`src/rtl/trd_pkg.sv`:
```
// ----------------------------------------------------------------------------
// trd_pkg
// Shared types and constants of the run-length pixel decoder.
// ----------------------------------------------------------------------------
package trd_pkg;

  // Configuration register indexes.
  localparam logic CFG_ALPHA_PRESENT = 1'b0;
  localparam logic CFG_PIXEL_TOTAL   = 1'b1;

  localparam int CFG_DATA_W = 32;

  // Packet header fields.
  localparam int HDR_RUN_BIT = 7;

  // Width of a packet pixel count (1 to 128 pixels).
  localparam int PKT_CNT_W = 9;

  // Depth of the queue between the front and the back.
  localparam int Q_DEPTH = 2;
  localparam int Q_PTR_W = 1;
  localparam int Q_CNT_W = 2;

  typedef struct packed {
    logic [7:0] data_byte;
    logic       frame_start;
  } trd_in_word_t;

  typedef struct packed {
    logic [7:0] red_a;
    logic [7:0] green_a;
    logic [7:0] blue_a;
    logic [7:0] alpha_a;
    logic [7:0] red_b;
    logic [7:0] green_b;
    logic [7:0] blue_b;
    logic [7:0] alpha_b;
    logic       second_valid;
    logic       last_of_run;
    logic       frame_done;
    logic       overflow_error;
  } trd_out_word_t;

  // One completed pixel and how many copies of it the back must emit.
  // A count of zero marks a pixel that arrived with nothing left to decode.
  typedef struct packed {
    logic [7:0]           red;
    logic [7:0]           green;
    logic [7:0]           blue;
    logic [7:0]           alpha;
    logic [PKT_CNT_W-1:0] count;
    logic                 done;
    logic                 overflow;
  } trd_job_t;

  typedef struct packed {
    logic full;
    logic empty;
  } trd_q_status_t;

endpackage

```
`src/rtl/trd_front.sv`:
```
// ----------------------------------------------------------------------------
// trd_front
// Takes stream bytes, parses packet headers, assembles pixels and keeps the
// frame pixel count; each completed pixel becomes one job for the back.
// ----------------------------------------------------------------------------
module trd_front #(
  parameter int COUNT_WIDTH = 32
) (
  input  logic                  clk,
  input  logic                  rst_n,
  input  logic                  in_valid,
  output logic                  in_stall,
  input  trd_pkg::trd_in_word_t in_word,
  input  logic                  alpha_present,
  input  logic [COUNT_WIDTH-1:0] pixel_total,
  input  trd_pkg::trd_q_status_t q_status,
  output logic                  push,
  output trd_pkg::trd_job_t     job
);
  import trd_pkg::*;

  localparam int CMP_W = (COUNT_WIDTH > PKT_CNT_W) ? COUNT_WIDTH : PKT_CNT_W;

  logic                   expect_r, expect_nxt;
  logic                   run_r, run_nxt;
  logic [PKT_CNT_W-1:0]   left_r, left_nxt;
  logic [1:0]             pos_r, pos_nxt;
  logic [23:0]            held_r, held_nxt;
  logic [COUNT_WIDTH-1:0] decoded_r, decoded_nxt;
  logic                   stopped_r, stopped_nxt;

  logic                   accept;
  logic                   cur_expect, cur_run, cur_stopped;
  logic [PKT_CNT_W-1:0]   cur_left, left_eff, n_req, n_sel;
  logic [1:0]             cur_pos, last_pos;
  logic [23:0]            cur_held;
  logic [COUNT_WIDTH-1:0] cur_decoded, remaining;
  logic [CMP_W-1:0]       rem_ext, n_req_ext, left_ext;
  logic [7:0]             b;
  logic                   done, err;

  assign in_stall = q_status.full;
  assign accept   = in_valid & ~in_stall;
  assign b        = in_word.data_byte;

  always_comb begin
    // A frame start clears the frame state before its byte is taken.
    cur_expect  = in_word.frame_start | expect_r;
    cur_run     = in_word.frame_start ? 1'b0 : run_r;
    cur_left    = in_word.frame_start ? '0 : left_r;
    cur_pos     = in_word.frame_start ? 2'd0 : pos_r;
    cur_held    = in_word.frame_start ? '0 : held_r;
    cur_decoded = in_word.frame_start ? '0 : decoded_r;
    cur_stopped = in_word.frame_start ? 1'b0 : stopped_r;

    last_pos  = alpha_present ? 2'd3 : 2'd2;
    remaining = (cur_decoded < pixel_total) ? (pixel_total - cur_decoded) : '0;
    left_eff  = (cur_left == '0) ? PKT_CNT_W'(1) : cur_left;
    n_req     = cur_run ? left_eff : PKT_CNT_W'(1);
    rem_ext   = CMP_W'(remaining);
    n_req_ext = CMP_W'(n_req);
    left_ext  = CMP_W'(left_eff);
    n_sel     = (n_req_ext > rem_ext) ? PKT_CNT_W'(rem_ext) : n_req;
    err       = (n_sel == '0);
    // The count never passes the total, so the frame is done exactly when
    // this pixel uses up what remained.
    done      = (CMP_W'(n_sel) == rem_ext);

    job.blue     = cur_held[7:0];
    job.green    = cur_held[15:8];
    job.red      = alpha_present ? cur_held[23:16] : b;
    job.alpha    = alpha_present ? b : 8'd0;
    job.count    = n_sel;
    job.done     = done;
    job.overflow = (left_ext > rem_ext);

    expect_nxt  = cur_expect;
    run_nxt     = cur_run;
    left_nxt    = cur_left;
    pos_nxt     = cur_pos;
    held_nxt    = cur_held;
    decoded_nxt = cur_decoded;
    stopped_nxt = cur_stopped;
    push        = 1'b0;

    if (!cur_stopped) begin
      if (cur_expect) begin
        run_nxt    = b[HDR_RUN_BIT];
        left_nxt   = b[HDR_RUN_BIT] ? (PKT_CNT_W'(b[6:0]) + PKT_CNT_W'(1))
                                    : (PKT_CNT_W'(b) + PKT_CNT_W'(1));
        pos_nxt    = 2'd0;
        held_nxt   = '0;
        expect_nxt = 1'b0;
      end else if (cur_pos < last_pos) begin
        case (cur_pos)
          2'd0:    held_nxt[7:0]   = b;
          2'd1:    held_nxt[15:8]  = b;
          2'd2:    held_nxt[23:16] = b;
          default: held_nxt        = cur_held;
        endcase
        pos_nxt = cur_pos + 2'd1;
      end else begin
        push        = 1'b1;
        pos_nxt     = 2'd0;
        held_nxt    = '0;
        decoded_nxt = cur_decoded + COUNT_WIDTH'(n_sel);
        stopped_nxt = err | done;
        if (cur_run) begin
          left_nxt   = '0;
          expect_nxt = 1'b1;
        end else begin
          left_nxt   = left_eff - PKT_CNT_W'(1);
          expect_nxt = (left_eff == PKT_CNT_W'(1));
        end
      end
    end

    push = push & accept;
  end

  always_ff @(posedge clk) begin
    if (!rst_n) begin
      expect_r  <= 1'b1;
      run_r     <= 1'b0;
      left_r    <= '0;
      pos_r     <= 2'd0;
      held_r    <= '0;
      decoded_r <= '0;
      stopped_r <= 1'b0;
    end else if (accept) begin
      expect_r  <= expect_nxt;
      run_r     <= run_nxt;
      left_r    <= left_nxt;
      pos_r     <= pos_nxt;
      held_r    <= held_nxt;
      decoded_r <= decoded_nxt;
      stopped_r <= stopped_nxt;
    end
  end

  a_push_room: assert property (@(posedge clk) disable iff (!rst_n)
    push |-> !q_status.full)
    else $error("front pushed a job into a full queue");

  a_decoded_bound: assert property (@(posedge clk) disable iff (!rst_n)
    push && !in_word.frame_start && (decoded_r < pixel_total)
      |=> decoded_r <= $past(pixel_total))
    else $error("pixel count passed the frame total");

endmodule

```
`src/rtl/trd_queue.sv`:
```
// ----------------------------------------------------------------------------
// trd_queue
// Short first-in first-out queue of pixel jobs between front and back.
// ----------------------------------------------------------------------------
module trd_queue (
  input  logic                   clk,
  input  logic                   rst_n,
  input  logic                   push,
  input  trd_pkg::trd_job_t      push_job,
  input  logic                   pop,
  output trd_pkg::trd_job_t      head_job,
  output trd_pkg::trd_q_status_t status
);
  import trd_pkg::*;

  trd_job_t             mem_r [Q_DEPTH];
  logic [Q_PTR_W-1:0]   wr_ptr_r, rd_ptr_r;
  logic [Q_CNT_W-1:0]   cnt_r, cnt_nxt;
  logic                 do_push, do_pop;

  assign status.full  = (cnt_r == Q_CNT_W'(Q_DEPTH));
  assign status.empty = (cnt_r == '0);
  assign do_push      = push & ~status.full;
  assign do_pop       = pop & ~status.empty;
  assign head_job     = mem_r[rd_ptr_r];

  always_comb begin
    cnt_nxt = cnt_r;
    if (do_push && !do_pop) begin
      cnt_nxt = cnt_r + Q_CNT_W'(1);
    end else if (do_pop && !do_push) begin
      cnt_nxt = cnt_r - Q_CNT_W'(1);
    end
  end

  always_ff @(posedge clk) begin
    if (do_push) begin
      mem_r[wr_ptr_r] <= push_job;
    end
  end

  always_ff @(posedge clk) begin
    if (!rst_n) begin
      wr_ptr_r <= '0;
      rd_ptr_r <= '0;
      cnt_r    <= '0;
    end else begin
      if (do_push) begin
        wr_ptr_r <= wr_ptr_r + Q_PTR_W'(1);
      end
      if (do_pop) begin
        rd_ptr_r <= rd_ptr_r + Q_PTR_W'(1);
      end
      cnt_r <= cnt_nxt;
    end
  end

  a_cnt_bound: assert property (@(posedge clk) disable iff (!rst_n)
    cnt_r <= Q_CNT_W'(Q_DEPTH))
    else $error("queue fill count beyond its depth");

endmodule

```
`src/rtl/trd_back.sv`:
```
// ----------------------------------------------------------------------------
// trd_back
// Expands each pixel job into result words, up to two pixels per word, and
// holds the current word in an output register until it is taken.
// ----------------------------------------------------------------------------
module trd_back (
  input  logic                   clk,
  input  logic                   rst_n,
  input  trd_pkg::trd_job_t      head_job,
  input  trd_pkg::trd_q_status_t q_status,
  output logic                   pop,
  output logic                   out_valid,
  input  logic                   out_stall,
  output trd_pkg::trd_out_word_t out_word
);
  import trd_pkg::*;

  logic                 out_valid_r, out_valid_nxt;
  trd_out_word_t        out_word_r, word_nxt;
  logic [PKT_CNT_W-1:0] sent_r, sent_nxt, rem;
  logic                 slot_free, fire, err, second, last;

  assign slot_free = ~out_valid_r | ~out_stall;
  assign fire      = ~q_status.empty & slot_free;
  assign out_valid = out_valid_r;
  assign out_word  = out_word_r;

  always_comb begin
    rem    = head_job.count - sent_r;
    err    = (head_job.count == '0);
    second = ~err & (rem >= PKT_CNT_W'(2));
    last   = err | (rem <= PKT_CNT_W'(2));

    word_nxt.red_a          = err ? 8'd0 : head_job.red;
    word_nxt.green_a        = err ? 8'd0 : head_job.green;
    word_nxt.blue_a         = err ? 8'd0 : head_job.blue;
    word_nxt.alpha_a        = err ? 8'd0 : head_job.alpha;
    word_nxt.red_b          = second ? head_job.red : 8'd0;
    word_nxt.green_b        = second ? head_job.green : 8'd0;
    word_nxt.blue_b         = second ? head_job.blue : 8'd0;
    word_nxt.alpha_b        = second ? head_job.alpha : 8'd0;
    word_nxt.second_valid   = second;
    word_nxt.last_of_run    = last;
    word_nxt.frame_done     = last & (err | head_job.done);
    word_nxt.overflow_error = last & (err | head_job.overflow);

    pop = fire & last;
    if (pop) begin
      sent_nxt = '0;
    end else if (fire) begin
      sent_nxt = sent_r + PKT_CNT_W'(2);
    end else begin
      sent_nxt = sent_r;
    end

    if (fire) begin
      out_valid_nxt = 1'b1;
    end else if (out_stall) begin
      out_valid_nxt = out_valid_r;
    end else begin
      out_valid_nxt = 1'b0;
    end
  end

  always_ff @(posedge clk) begin
    if (fire) begin
      out_word_r <= word_nxt;
    end
  end

  always_ff @(posedge clk) begin
    if (!rst_n) begin
      out_valid_r <= 1'b0;
      sent_r      <= '0;
    end else begin
      out_valid_r <= out_valid_nxt;
      sent_r      <= sent_nxt;
    end
  end

  a_sent_has_job: assert property (@(posedge clk) disable iff (!rst_n)
    (sent_r != '0) |-> !q_status.empty)
    else $error("partial run count with no job at the queue head");

  a_sent_step: assert property (@(posedge clk) disable iff (!rst_n)
    fire && !last |=> sent_r == $past(sent_r) + PKT_CNT_W'(2))
    else $error("run expansion did not advance by two pixels");

endmodule

```
`src/rtl/tga_rle_pixel_decoder.sv`:
```
// ----------------------------------------------------------------------------
// tga_rle_pixel_decoder
// Run-length pixel stream decoder: bytes in, R,G,B,A result words out.
// ----------------------------------------------------------------------------
// Usage: bytes of the compressed pixel stream enter on the in_ channel, one
// word per byte, with frame_start set on the first byte of each image. A word
// moves when its valid is high and the receiver's stall is low. The cfg_
// channel writes alpha_present (index 0) and pixel_total (index 1) and is
// always ready. The user must write it only while the decoder is idle; the
// block itself does not enforce this. Header bytes and bytes that do not
// finish a pixel give no result. A byte that finishes a literal pixel gives
// one result word; one that finishes a run pixel gives (copies + 1) / 2
// words of up to two pixels each, the last carrying last_of_run, frame_done
// and overflow_error. A finishing byte's job goes from the front into the
// job queue, then from the queue head into the output register.
// Throughput is one byte per cycle while the job queue has room and one
// result word per cycle while the receiver does not stall, set by the back's
// single output register; input stalls once the two-entry queue is full.
// Reset empties the queue and the output register, sets alpha_present to 0
// and pixel_total to 1, and leaves the decoder waiting for a packet header.
// While the receiver stalls, the output word holds and the queue fills.
// ----------------------------------------------------------------------------
module tga_rle_pixel_decoder #(
  parameter int COUNT_WIDTH = 32
) (
  input  logic                              clk,
  input  logic                              rst_n,
  input  logic                              in_valid,
  output logic                              in_stall,
  input  trd_pkg::trd_in_word_t             in_word,
  output logic                              out_valid,
  input  logic                              out_stall,
  output trd_pkg::trd_out_word_t            out_word,
  input  logic                              cfg_valid,
  output logic                              cfg_ready,
  input  logic                              cfg_index,
  input  logic [trd_pkg::CFG_DATA_W-1:0]    cfg_data
);
  import trd_pkg::*;

  // Configuration registers.
  logic                   alpha_present_r;
  logic [COUNT_WIDTH-1:0] pixel_total_r;

  // Front to queue and queue to back.
  logic          push, pop;
  trd_job_t      push_job, head_job;
  trd_q_status_t q_status;

  // The register file never needs to hold off a write.
  assign cfg_ready = 1'b1;

  always_ff @(posedge clk) begin
    if (!rst_n) begin
      alpha_present_r <= 1'b0;
      pixel_total_r   <= COUNT_WIDTH'(1);
    end else if (cfg_valid && cfg_ready) begin
      case (cfg_index)
        CFG_ALPHA_PRESENT: alpha_present_r <= cfg_data[0];
        CFG_PIXEL_TOTAL:   pixel_total_r   <= cfg_data[COUNT_WIDTH-1:0];
        default:           alpha_present_r <= alpha_present_r;
      endcase
    end
  end

  // The front parses headers and assembles pixels; it stalls input only when
  // the job queue is full.
  trd_front #(
    .COUNT_WIDTH (COUNT_WIDTH)
  ) u_front (
    .clk           (clk),
    .rst_n         (rst_n),
    .in_valid      (in_valid),
    .in_stall      (in_stall),
    .in_word       (in_word),
    .alpha_present (alpha_present_r),
    .pixel_total   (pixel_total_r),
    .q_status      (q_status),
    .push          (push),
    .job           (push_job)
  );

  // The queue lets a long run expand at the back while the front keeps
  // taking bytes.
  trd_queue u_queue (
    .clk      (clk),
    .rst_n    (rst_n),
    .push     (push),
    .push_job (push_job),
    .pop      (pop),
    .head_job (head_job),
    .status   (q_status)
  );

  // The back emits result words from the job at the queue head.
  trd_back u_back (
    .clk       (clk),
    .rst_n     (rst_n),
    .head_job  (head_job),
    .q_status  (q_status),
    .pop       (pop),
    .out_valid (out_valid),
    .out_stall (out_stall),
    .out_word  (out_word)
  );

endmodule

```
`config.mk`:
```
export PLATFORM = sky130hd
export DESIGN_NAME = tga_rle_pixel_decoder
export DESIGN_NICKNAME = d
export VERILOG_FILES = /design/src/rtl/trd_pkg.sv /design/src/rtl/trd_front.sv /design/src/rtl/trd_queue.sv /design/src/rtl/trd_back.sv /design/src/rtl/tga_rle_pixel_decoder.sv
export SDC_FILE = /design/constraint.sdc
export NUM_CORES = 1
export LEC_CHECK = 0
export BUFFER_PORTS_ARGS = -buffer_cell sky130_fd_sc_hd__buf_4
export CAP_MARGIN = 20
export CORE_ASPECT_RATIO = 0.8
export CORE_MARGIN = 8
export CORE_UTILIZATION = 48
export CTS_BUF_LIST = sky130_fd_sc_hd__clkbuf_4 sky130_fd_sc_hd__clkbuf_8 sky130_fd_sc_hd__clkbuf_16
export DETAILED_ROUTE_END_ITERATION = 16
export GPL_TIMING_DRIVEN = 0
export PLACE_DENSITY = 0.65
export SYNTH_ARGS = -nofsm -noshare
export SYNTH_HDL_FRONTEND = slang
export SYNTH_SLANG_ARGS = --single-unit
```
`constraint.sdc`:
```
create_clock -name clk -period 13.95 [get_ports clk]
set_clock_uncertainty 0.2 [all_clocks]
set_input_delay 2.79 -clock clk [delete_from_list [all_inputs] [get_ports clk]]
set_output_delay 2.79 -clock clk [all_outputs]
set_load 0.02 [all_outputs]
```
---- Word-level counts from Yosys, hierarchy flattened ----
Memory sizes are Yosys's and may differ from the RTL's. A register that Yosys moved wholly into a read port is not among the register bits.
Cells that the tools add are included.
cells by class
  add/sub/neg operators ................... 12
  order comparisons ....................... 6
  equality and inequality tests ........... 6
  multiplexer cells ....................... 50
  bitwise logic cells ..................... 22
  reduce and logical (&&, ||, !) cells .... 13
operators by type and width
  kind                                                                   count
  32-bit two-way mux                                                     5
  24-bit two-way mux                                                     4
  9-bit two-way mux                                                      9
  9-bit by 32-bit greater-than comparator with 1-bit output              2
  8-bit two-way mux                                                      5
  32-bit by 9-bit adder with 32-bit output                               1
  9-bit by 32-bit == test with 1-bit output                              1
  32-bit less-than comparator                                            1
  32-bit subtractor                                                      1
  9-bit logical NOT                                                      3
  1-bit two-way mux                                                      21
  2-bit two-way mux                                                      6
  8-bit by 1-bit adder with 9-bit output, second input constant          1
  9-bit by 2-bit adder with 9-bit output, second input constant          1
  1-bit AND                                                              9
  9-bit by 1-bit == test with 1-bit output, second input constant        1
  9-bit by 2-bit >= comparator with 1-bit output, second input constant  1
  9-bit by 2-bit <= comparator with 1-bit output, second input constant  1
  9-bit by 1-bit subtractor with 9-bit output, second input constant     1
  9-bit subtractor                                                       1
  7-bit by 1-bit adder with 8-bit output, second input constant          1
  1-bit inverter                                                         7
  1-bit OR                                                               6
  2-bit by 1-bit adder with 2-bit output, second input constant          2
  12 further kinds                                                       18
storage, ports and cells
  flip-flop bits (word level) ............. 185
  memory bits (writable) .................. 86
  input port bits ......................... 47
  output and inout bits ................... 71
  logic and storage cells ................. 136
  memories kept ........................... 1
memories
  memory         depth  width  read ports  clocked after memory_dff  wr ports  line             RTL
  u_queue.mem_r  2      43     1           1                         1         trd_queue.sv:16  trd_job_t mem_r [Q_DEPTH];

---- Longest topological paths before layout ----
Gate-level depths: netlist (run 1).
  depth in word-level cells ............... 11
  mapped depth ............................ 39
  gate-level depth less buffers ........... 35

---- Modules after synthesis ----
From an unflattened synthesis (run 1), not the netlist that was laid out.
second synthesis, totals
  cells, all modules ...................... 1567
  area total of the unflattened synthesis .. 15533.6 µm²
by module, submodules not included
  module                 times used  cells each  area each (µm²)  sequential area each (µm²)
  trd_front              1           1001        7370.8           1401.3
  trd_back               1           253         3408.3           2222.1
  trd_queue              1           159         3335.7           2682.6
  tga_rle_pixel_decoder  1           154         1418.9           660.6

---- Worst setup path after synthesis (run 1) ----
OpenSTA, ideal clock, no wires.
  path type ............................... input port to flip-flop
  start point ............................. input in_word[0] (netlist name)
  end point ............................... register u_front.decoded_r[30]
  library setup time ...................... 0.072 ns
  arrival ................................. 10.285 ns
  data required time ...................... 13.678 ns
  slack ................................... 3.393 ns
  cell stages on the path ................. 39
  path buffers ............................ 5
  cell sequence ........................... clkbuf_1 clkbuf_1 clkbuf_1 clkbuf_1 nor2b_1 ha_1 inv_1 fa_1 nand3_1 a2111oi_1 o21ai_1 a21boi_1 o21ai_1 a21oi_1 clkbuf_1 nand2_1 ha_1 nor2b_1 [... 3 more ...] o31a_1 o22ai_1 inv_1 nand3_1 nor2_4 o32ai_1 ha_1 fa_1 a21oi_1 o21bai_1 a21oi_1 o21bai_1 a21oi_1 o21ai_1 nor2b_1 nand2_1 nor4_1 mux2i_1
RTL lines
  element               line                         RTL
  from (decl)           tga_rle_pixel_decoder.sv:30  input trd_pkg::trd_in_word_t in_word,
  to (signal assigned)  trd_front.sv:136             decoded_r <= decoded_nxt;
  to (decl)             trd_front.sv:29              logic [COUNT_WIDTH-1:0] decoded_r, decoded_nxt;

==> flow_results.org, run 1 <==
** Layout
- # fillers :: 2760
- Layout cells sized above 1 :: 11.87%
- Final design area excluding fillers :: 17260 um2
- Across the whole layout, storage elements account for 6967 um2.
- From synthesis to final layout, the design area changed by 16.89%.
- At the end of the flow the core is filled with cells to 56.94%.
- Number of nets in the final layout :: 1836
- Summing all multi-input logic gate instances after layout gives 7271 um2.

** Clocking
- Clk root buf :: sky130_fd_sc_hd__clkbuf_16
- Number of buffers created by CTS :: 29
- H-tree lvl count :: 1
- Worst-case clock buffer depth :: 3
- For this design, the CTS-stage hold fixing added 0 buffers.
- The tree built by TritonCTS fans out to 271 sinks.
- TritonCTS built the clock tree.
- Clock slew at the register clock pins of the worst setup and hold paths :: 60 ps
- At the later pin of the worst-skew pair, clock insertion delay measures 570 ps.

** Synth
- Number of standard cells after synthesis :: 1558
- Net Count, Synth :: 1682
- A synthesized cell averages 9.476 um2.
- Number of enable flip-flop cells after synthesis :: 154
- Of the synthesized area, sequential elements account for 47.19%.
- Flops & latches, synth :: 271
- The synthesized netlist contains 79 unique library cells.
- The synthesized netlist occupies a cell area of 14760 um2.
- The synthesized design spends more area on one cell type than any other, namely sky130_fd_sc_hd__edfxtp_1.
- Fraction of post-synthesis cell area in the top cell type by area :: 31.32%
- Dominant synthesized flop cell :: sky130_fd_sc_hd__edfxtp_1
- Cell types occupying the most area after synthesis :: sky130_fd_sc_hd__edfxtp_1 (31%), sky130_fd_sc_hd__dfxtp_1 (16%), sky130_fd_sc_hd__ha_1 (6.3%)
- For this run, the number of Yosys warnings is 0.
- Share of synthesized flip-flops with an asynchronous set or reset :: 0%

** Global route
- All-Layer GR Usage :: 21.64%
- Maximum number of pins on one net before global-route repair :: 33
- Total overflow reported by the global router :: 0
- The first global-routing pass estimated 64030 um of wire.
- Vias in the first global route :: 11607
- The number of antenna violations at the first check in global routing came to 0.

** Detailed routing
- The final layout contains routed wiring with a total length of 40360 um.
- The count of nets left with antenna violations once routing finished came out at 0.
- Dividing the detail-routed wire length by the instance count gives 18.78 um.
- Count of TritonRoute iterations in the first routing pass :: 6
- Number of remaining DRC errors :: 0
- Total number of vias :: 12095
- After the first detailed-routing iteration, the DRC count stood at 1052.
- Drt via density :: 5.628

** STA
- Setup repair after global routing left no endpoint under its margin.
- Max-slew headroom :: 39.63%
- After routing, the total negative slack on setup checks comes to 0 ps.
- Total setup violations reported at the end of the flow :: 0
- Slew at the pin closest to its max-slew limit :: 905.6 ps
- Smallest hold slack :: 269.1 ps
- The number of slew-limit violations in the final report is 0.
- Of the available clock period, the critical path in the final layout requires 92.57%.
- Min cycle time layout :: 12910 ps
- The final hold violation count came to 0.
- Final worst slack :: 1037 ps
- Timing would allow up to 77.44 MHz.

** Die
- The core region is 30310 um2.
- Pin placement for this block handled 118 I/O pins.
- The floorplan step set the die height to 172.9 um.
- Full die area :: 36660 um2
- The initialized floorplan defines 57 standard-cell rows.
- Starting density of the core :: 48.71%
- Width of the chip :: 212.1 um

** Placed design
- Worst Setup Slack post-DPL :: 387.6 ps
- Half-perimeter wire length after detailed placement :: 31420 um
- In this run the tool buffered the top-level ports with 114 buffer cells.
- Standard cell area after detailed placement :: 16280 um2
- Final weighted congestion in routability-driven placement :: 0.9388

** Power
- Cell internal pwr :: 1.392 mW
- Comb pwr share :: 13.6%
- For this design the total switching power over the nets is 0.4883 mW.
- Net switching is 25.97% of the power.
- Register share of total power :: 45.3%
- Cell leakage power :: 6.431 nW
- Of the total power, the clock network draws 41.2%.
- Power spread over the standard cell area amounts to 109.0 nW/um2.
- VDD sags by at most 0.00008697 V.

** Status
- Status :: complete, no violations

** Critical path
- Critical path buffer and inverter count :: 7
- For this run, the slowest stage of the critical path takes 610 ps.
- Critical path data required time :: 14240 ps
- Most prevalent standard cell on the critical path :: sky130_fd_sc_hd__a21oi_1
- STA classifies the critical path endpoint as a flop.
- On the critical path, the stage with the largest delay is an instance of sky130_fd_sc_hd__a2111oi_1.
- Cell type group with the largest total delay on the critical path :: compound AO/OA/AOI/OAI gates
- Data arrival time at the worst-slack endpoint :: 13200 ps
- Type of origin of the critical path :: input port
- Worst setup path class :: in -> reg
- Along the worst path, the maximum fanout reaches 10.

** Hold path
- Type of the worst min-delay path :: reg -> reg

** Run
- The tool flagged a number of max-cap violations equal to 0.
==> layer usage <==
metal	routed length, um	GRT usage [%]	part of all wire, %
met1	19410	32.08	48
met2	17130	31.99	42
met3	2760	3.506	6.8
met4	1071	6.275	2.7
met5	0	0	0
==> synth_stat cells (4+ instances only) <==
library cell,count
sky130_fd_sc_hd__a31oi_1,8
sky130_fd_sc_hd__mux2_2,6
sky130_fd_sc_hd__inv_1,63
sky130_fd_sc_hd__a22oi_1,36
sky130_fd_sc_hd__or2_2,5
sky130_fd_sc_hd__nand2_1,215
sky130_fd_sc_hd__and4_1,4
sky130_fd_sc_hd__dfxtp_1,117
sky130_fd_sc_hd__xor2_1,20
sky130_fd_sc_hd__o31ai_1,5
sky130_fd_sc_hd__clkbuf_1,66
sky130_fd_sc_hd__a21o_1,18
sky130_fd_sc_hd__mux2i_1,43
sky130_fd_sc_hd__nor4_1,10
sky130_fd_sc_hd__o2111ai_1,6
sky130_fd_sc_hd__o21a_1,12
sky130_fd_sc_hd__nand3_1,55
sky130_fd_sc_hd__nand4_1,23
sky130_fd_sc_hd__a211oi_1,5
sky130_fd_sc_hd__ha_1,74
sky130_fd_sc_hd__o21ai_0,48
sky130_fd_sc_hd__xnor2_1,34
sky130_fd_sc_hd__nor2_1,99
sky130_fd_sc_hd__o21ai_1,19
sky130_fd_sc_hd__edfxtp_1,154
sky130_fd_sc_hd__nand2b_1,17
sky130_fd_sc_hd__o21bai_1,8
sky130_fd_sc_hd__a21boi_0,38
sky130_fd_sc_hd__o211ai_1,8
sky130_fd_sc_hd__a21oi_1,76
sky130_fd_sc_hd__buf_1,6
sky130_fd_sc_hd__nor2b_1,80
sky130_fd_sc_hd__and3_1,11
sky130_fd_sc_hd__o22ai_1,16
sky130_fd_sc_hd__or3_1,6
sky130_fd_sc_hd__nor3_1,63
sky130_fd_sc_hd__and2_1,24
==> flip-flops by register name (all words and copies together), names as in the netlist, 2 cells and up, named ones only <==
name	count
u_queue.cnt_r	2
pixel_total_r	32
u_front.held_r	24
u_back.out_word	68
u_front.pos_r	2
u_queue.mem_r	86
u_front.decoded_r	32
u_front.left_r	9
u_back.sent_r	8
==> kinds of logic (layout without fill, tap and decap cells) <==
kind of cell / after synthesis / after routing / share of synthesized area (%)
AND/OR/NAND/NOR: 630 / 630 / 20.87
AO/OA/AOI/OAI: 332 / 332 / 14.82
flip-flops: 271 / 271 / 47.19
buffers and inverters: 142 / 319 / 3.686
adder cells (fa/ha/maj): 77 / 77 / 6.678
XOR/XNOR: 54 / 54 / 3.203
multiplexers: 51 / 51 / 3.525
other: 1 / 2 / 0.02540
==> power groups by stage <==
stage	Combinational, mW	Clock (mW)	Sequential [mW]
6_report	0.255	0.774	0.851
5_1_grt	0.280	0.822	0.852
4_1_cts	0.251	0.790	0.851
3_5_place_dp	0.249	0	0.869
3_3_place_gp	0.248	0	0.868
2_1_floorplan	0.178	0	0.866
==> repair_timing <==
item	4_1_cts	5_1_grt
buffers inserted	0	0
resized for setup	0	4
endpoints found under the setup margin	0	2
==> worst register-to-register path, delay by kind of cell (launching register included) <==
family          cells  cell delay (ps)
fa+ha+maj           4             1270
simple gates        9             2090
buf+inv             3              690
flops               1              320
mux                 1              230
compound gates     17             4510
==> placed cells by master, fill, tap and decap left out, types with 16 or more instances in the layout <==
cell	Yosys	final
sky130_fd_sc_hd__nor2b_1	80	80
sky130_fd_sc_hd__o22ai_1	16	16
sky130_fd_sc_hd__buf_4	2	116
sky130_fd_sc_hd__and2_1	24	24
sky130_fd_sc_hd__a22oi_1	36	36
sky130_fd_sc_hd__a21boi_0	38	38
sky130_fd_sc_hd__edfxtp_1	154	154
sky130_fd_sc_hd__o21ai_0	48	48
sky130_fd_sc_hd__xnor2_1	34	34
sky130_fd_sc_hd__mux2i_1	43	43
sky130_fd_sc_hd__xor2_1	20	20
sky130_fd_sc_hd__dfxtp_1	117	117
sky130_fd_sc_hd__o21ai_1	19	19
sky130_fd_sc_hd__nand4_1	23	23
sky130_fd_sc_hd__a21o_1	18	18
sky130_fd_sc_hd__a21oi_1	76	75
sky130_fd_sc_hd__nand3_1	55	55
sky130_fd_sc_hd__nor3_1	63	62
sky130_fd_sc_hd__inv_1	63	63
sky130_fd_sc_hd__clkbuf_1	66	64
sky130_fd_sc_hd__nor2_1	99	99
sky130_fd_sc_hd__nand2_1	215	215
sky130_fd_sc_hd__clkbuf_16	0	29
sky130_fd_sc_hd__ha_1	74	74
sky130_fd_sc_hd__nand2b_1	17	17
==> path summary, 6_finish.rpt <==
kind	from	to	slack (ps)	cells past startpoint
setup / recovery	in_word[0]	u_front.decoded_r[30]	1040	38
hold / removal	pixel_total_r[6]	pixel_total_r[6]	270	2
setup reg to reg	u_front.decoded_r[9]	u_front.decoded_r[30]	4550	34
hold reg to reg	pixel_total_r[6]	pixel_total_r[6]	270	2
==> cell type report <==
| class | count | area share (%) |
|---|---|---|
| clock inverter | 16 | 0.8410 |
| multi-input combinational | 1145 | 42.13 |
| antenna | 1 | 0.01450 |
| clock buffer | 38 | 4.742 |
| buffer | 77 | 1.755 |
| sequential | 271 | 40.37 |
| inverter | 65 | 1.414 |
| timing repair buffer | 123 | 5.742 |
| tap | 413 | 2.994 |
==> through the flow <==
stage,cells,total power [mW]
5_1_grt,2148,1.954
3_3_place_gp,2085,1.116
6_report,2149,1.880
2_1_floorplan,1558,1.044
3_5_place_dp,2093,1.118
4_1_cts,2147,1.892
(Power assumes the default switching activity.)
==> run 2, diff against run 1 <==
--- a/config.mk
+++ b/config.mk
@@ -6,7 +6,6 @@
 export NUM_CORES = 1
 export LEC_CHECK = 0
 export BUFFER_PORTS_ARGS = -buffer_cell sky130_fd_sc_hd__buf_4
-export CAP_MARGIN = 20
 export CORE_ASPECT_RATIO = 0.8
 export CORE_MARGIN = 8
 export CORE_UTILIZATION = 48
==> constraint.sdc (replaced) <==
create_clock -name clk -period 16.26 [get_ports clk]
set_clock_uncertainty 0.2 [all_clocks]
set_input_delay 3.252 -clock clk [delete_from_list [all_inputs] [get_ports clk]]
set_output_delay 3.252 -clock clk [all_outputs]
set_load 0.02 [all_outputs]
==> flow_results.org, run 2 (synthesized netlist as in run 1, its figures left out) <==
** Layout
- Relative to the synthesized area, the layout overhead comes to 16.73%.
- Non-filler cells, final :: 2145 (-0.19%)
- The proportion of layout cells with a drive suffix above 1 was 11.66% (-0.21 points).
- Most frequent cells in the layout :: sky130_fd_sc_hd__nand2_1 (215), sky130_fd_sc_hd__edfxtp_1 (154), sky130_fd_sc_hd__dfxtp_1 (117), sky130_fd_sc_hd__buf_4 (116), sky130_fd_sc_hd__nor2_1 (99)
- Leaving out fill and tap cells, the most frequent cell in the layout is sky130_fd_sc_hd__nand2_1.
- The flip-flop count of the largest register, all copies and words added was 86 (unchanged).
- Register containing the most flip-flops in the final layout :: u_queue.mem_r
- The post-layout instance area was 17230 um2 (-0.14%).
- The antenna diode count was 0 (-1).
- The total number of nets in the final design came to 1834 (-0.11%).

** Placed design
- Worst Setup Slack post-DPL :: 2214 ps (+1826 ps)
- Half-perimeter wire length after detailed placement :: 31430 um (about the same)
- The final estimated routing congestion in global placement was 0.9388 (unchanged).
- The cell count after placement is 2092 (-0.048%).
- Total of buffers placed on input and output ports :: 114 (unchanged)
- Standard cell area after detailed placement :: 16270 um2 (about the same)

** STA
- Setup repair after global routing left no endpoint under its margin.
- Hold Violations, Final :: 0 (unchanged)
- Max Slew Vio Count :: 0 (unchanged)
- The setup TNS was 0 ps (unchanged).
- Slew at the pin closest to its max-slew limit :: 1179 ps (+273.7 ps)
- For this run, the top clock speed supported by timing is 73.02 MHz.
- For the finished layout, the period the worst path requires is 13690 ps.
- The final setup violation count was 0 (unchanged).
- Max-slew headroom :: 19.35% (-20 points)
- Final worst slack :: 2566 ps (+1529 ps)
- The final critical path takes up 84.22% of the cycle.

** Power
- Overall power consumption :: 1.617 mW (-14%)
- Cell leakage power :: 6.400 nW (-0.49%)
- Power density over the cells :: 93.81 nW/um2 (-14%)
- The maximum vdd ir drop was 0.00008240 V (-5.3%).

** Clocking
- Setup repair bufs after CTS :: 0 (unchanged)
- Clock latency on the worst-skew pair :: 560 ps (about the same)
- The number of clock sinks was 271 (unchanged).
- The register clock-pin slew on the reported worst setup and hold paths came to 60 ps (about the same).
- # resized after CTS :: 0 (unchanged)
- Worst-case clock buffer depth :: 3 (unchanged)
- The H-tree depth reported by CTS is 1 (unchanged).
- The post-cts hold buffer count came to 0 (unchanged).
- The number of clock buffers inserted by TritonCTS came to 28 (-3.4%).
- Clk root buf :: sky130_fd_sc_hd__clkbuf_16
- Clock tree from TritonCTS :: built

** Detailed routing
- Wire length per cell :: 18.82 um (+0.21%)
- Number of remaining DRC errors :: 0 (unchanged)
- Count of TritonRoute iterations in the first routing pass :: 5 (-1)
- Total number of vias :: 12029 (-0.55%)
- The count of antenna-violating nets left after detailed routing came to 0 (unchanged).
- The aggregate routed wire length was 40370 um (about the same).
- Drt via density :: 5.608 (-0.36%)
- The number of DRC violations after detailed-routing iteration 0 is 1078 (+2.5%).

** Critical path
- Worst setup path class :: in -> reg
- The worst endpoint data arrival time came to 13980 ps (+780 ps).
- Critical path data required time :: 16550 ps (+2310 ps)
- CP peak stage delay :: 600 ps (about the same)
- Critical path buffer and inverter count :: 8 (+1)
- Maximum fanout along the worst path :: 10 (unchanged)
- For this design, the slowest cell found on the critical path is sky130_fd_sc_hd__a2111oi_1.
- Type of origin of the critical path :: input port
- STA classifies the critical path endpoint as a flop.
- Cell type group with the largest total delay on the critical path :: compound AO/OA/AOI/OAI gates

** Die
- The area of the die was 36660 um2 (unchanged).
- The number of I/O pins was 118 (unchanged).
- The core area is 30310 um2 (unchanged).
- The die width came to 212.1 um (unchanged).
- Starting density of the core :: 48.71% (unchanged)
- Chip height :: 172.9 um (unchanged)
- The number of placement rows came to 57 (unchanged).

** Global route
- Total overflow reported by the global router :: 0 (unchanged)
- The wire length of the first global-routing pass is 64250 um (+0.34%).
- The pin count of the biggest net entering global routing is 33 (unchanged).
- The via count of the first global-routing pass came to 11507 (-0.86%).
- The aggregate global-route resource usage is 21.69% (+0.049 points).
- Antenna violations before repair :: 0 (unchanged)

** Hold path
- The path class of the tightest hold or removal check is reg -> reg.

** Run
- The number of violations of the max-capacitance limit was 0 (unchanged).

** Status
- Status :: complete, no violations
[run 2: final timing paths]
| check | start | endpoint | slack, ps | cells past startpoint |
|---|---|---|---|---|
| worst max-delay path | in_word[0] | u_front.decoded_r[30] | 2570 | 40 |
| worst max register to register | u_front.decoded_r[9] | u_front.decoded_r[30] | 6890 | 34 |
| worst min register to register | pixel_total_r[6] | pixel_total_r[6] | 270 | 2 |
| worst min-delay path | pixel_total_r[6] | pixel_total_r[6] | 270 | 2 |
[run 2: per-layer routing]
metal	track usage [%]	vias to the layer above	part of all wire [%]
met1	32.09	5698	49
met4	5.205	0	2.2
li1	-	5915	-
met5	0	-	0
met3	4.481	61	6.9
met2	31.92	355	42
[run 2: where the power goes]
part | internal, mW | switching, mW | total, mW
combinational | 0.0813 | 0.138 | 0.219
clock | 0.400 | 0.267 | 0.667
sequential | 0.726 | 0.00479 | 0.730
[run 2: metrics by stage]
stage | util, % | hold slack [ps]
final | 56.86 | 271.9
after global routing | 56.86 | 291.7
after CTS | 56.84 | 276.6
after detailed placement | 53.67 | 267.8
after global placement | 53.24 | 263.6
after floorplan | - | 246.6
[run 2: worst reg2reg max path: cells and delay by family (launching register included)]
| family | cells | cell delay, ps |
|---|---|---|
| compound gates | 17 | 4450 |
| fa+ha+maj | 4 | 1270 |
| buf+inv | 3 | 710 |
| flops | 1 | 320 |
| mux | 1 | 220 |
| simple gates | 9 | 2170 |
[run 2: area by class of cell]
type / instances / area, um2
clock inverter: 17 / 191.4
inverter: 65 / 244.0
clock buffer: 35 / 770.7
multi-input combinational: 1145 / 7271
fill: 2737 / 13080
sequential: 271 / 6967
buffer: 77 / 300.3
timing repair buffer: 122 / 973.4
tap: 413 / 516.7
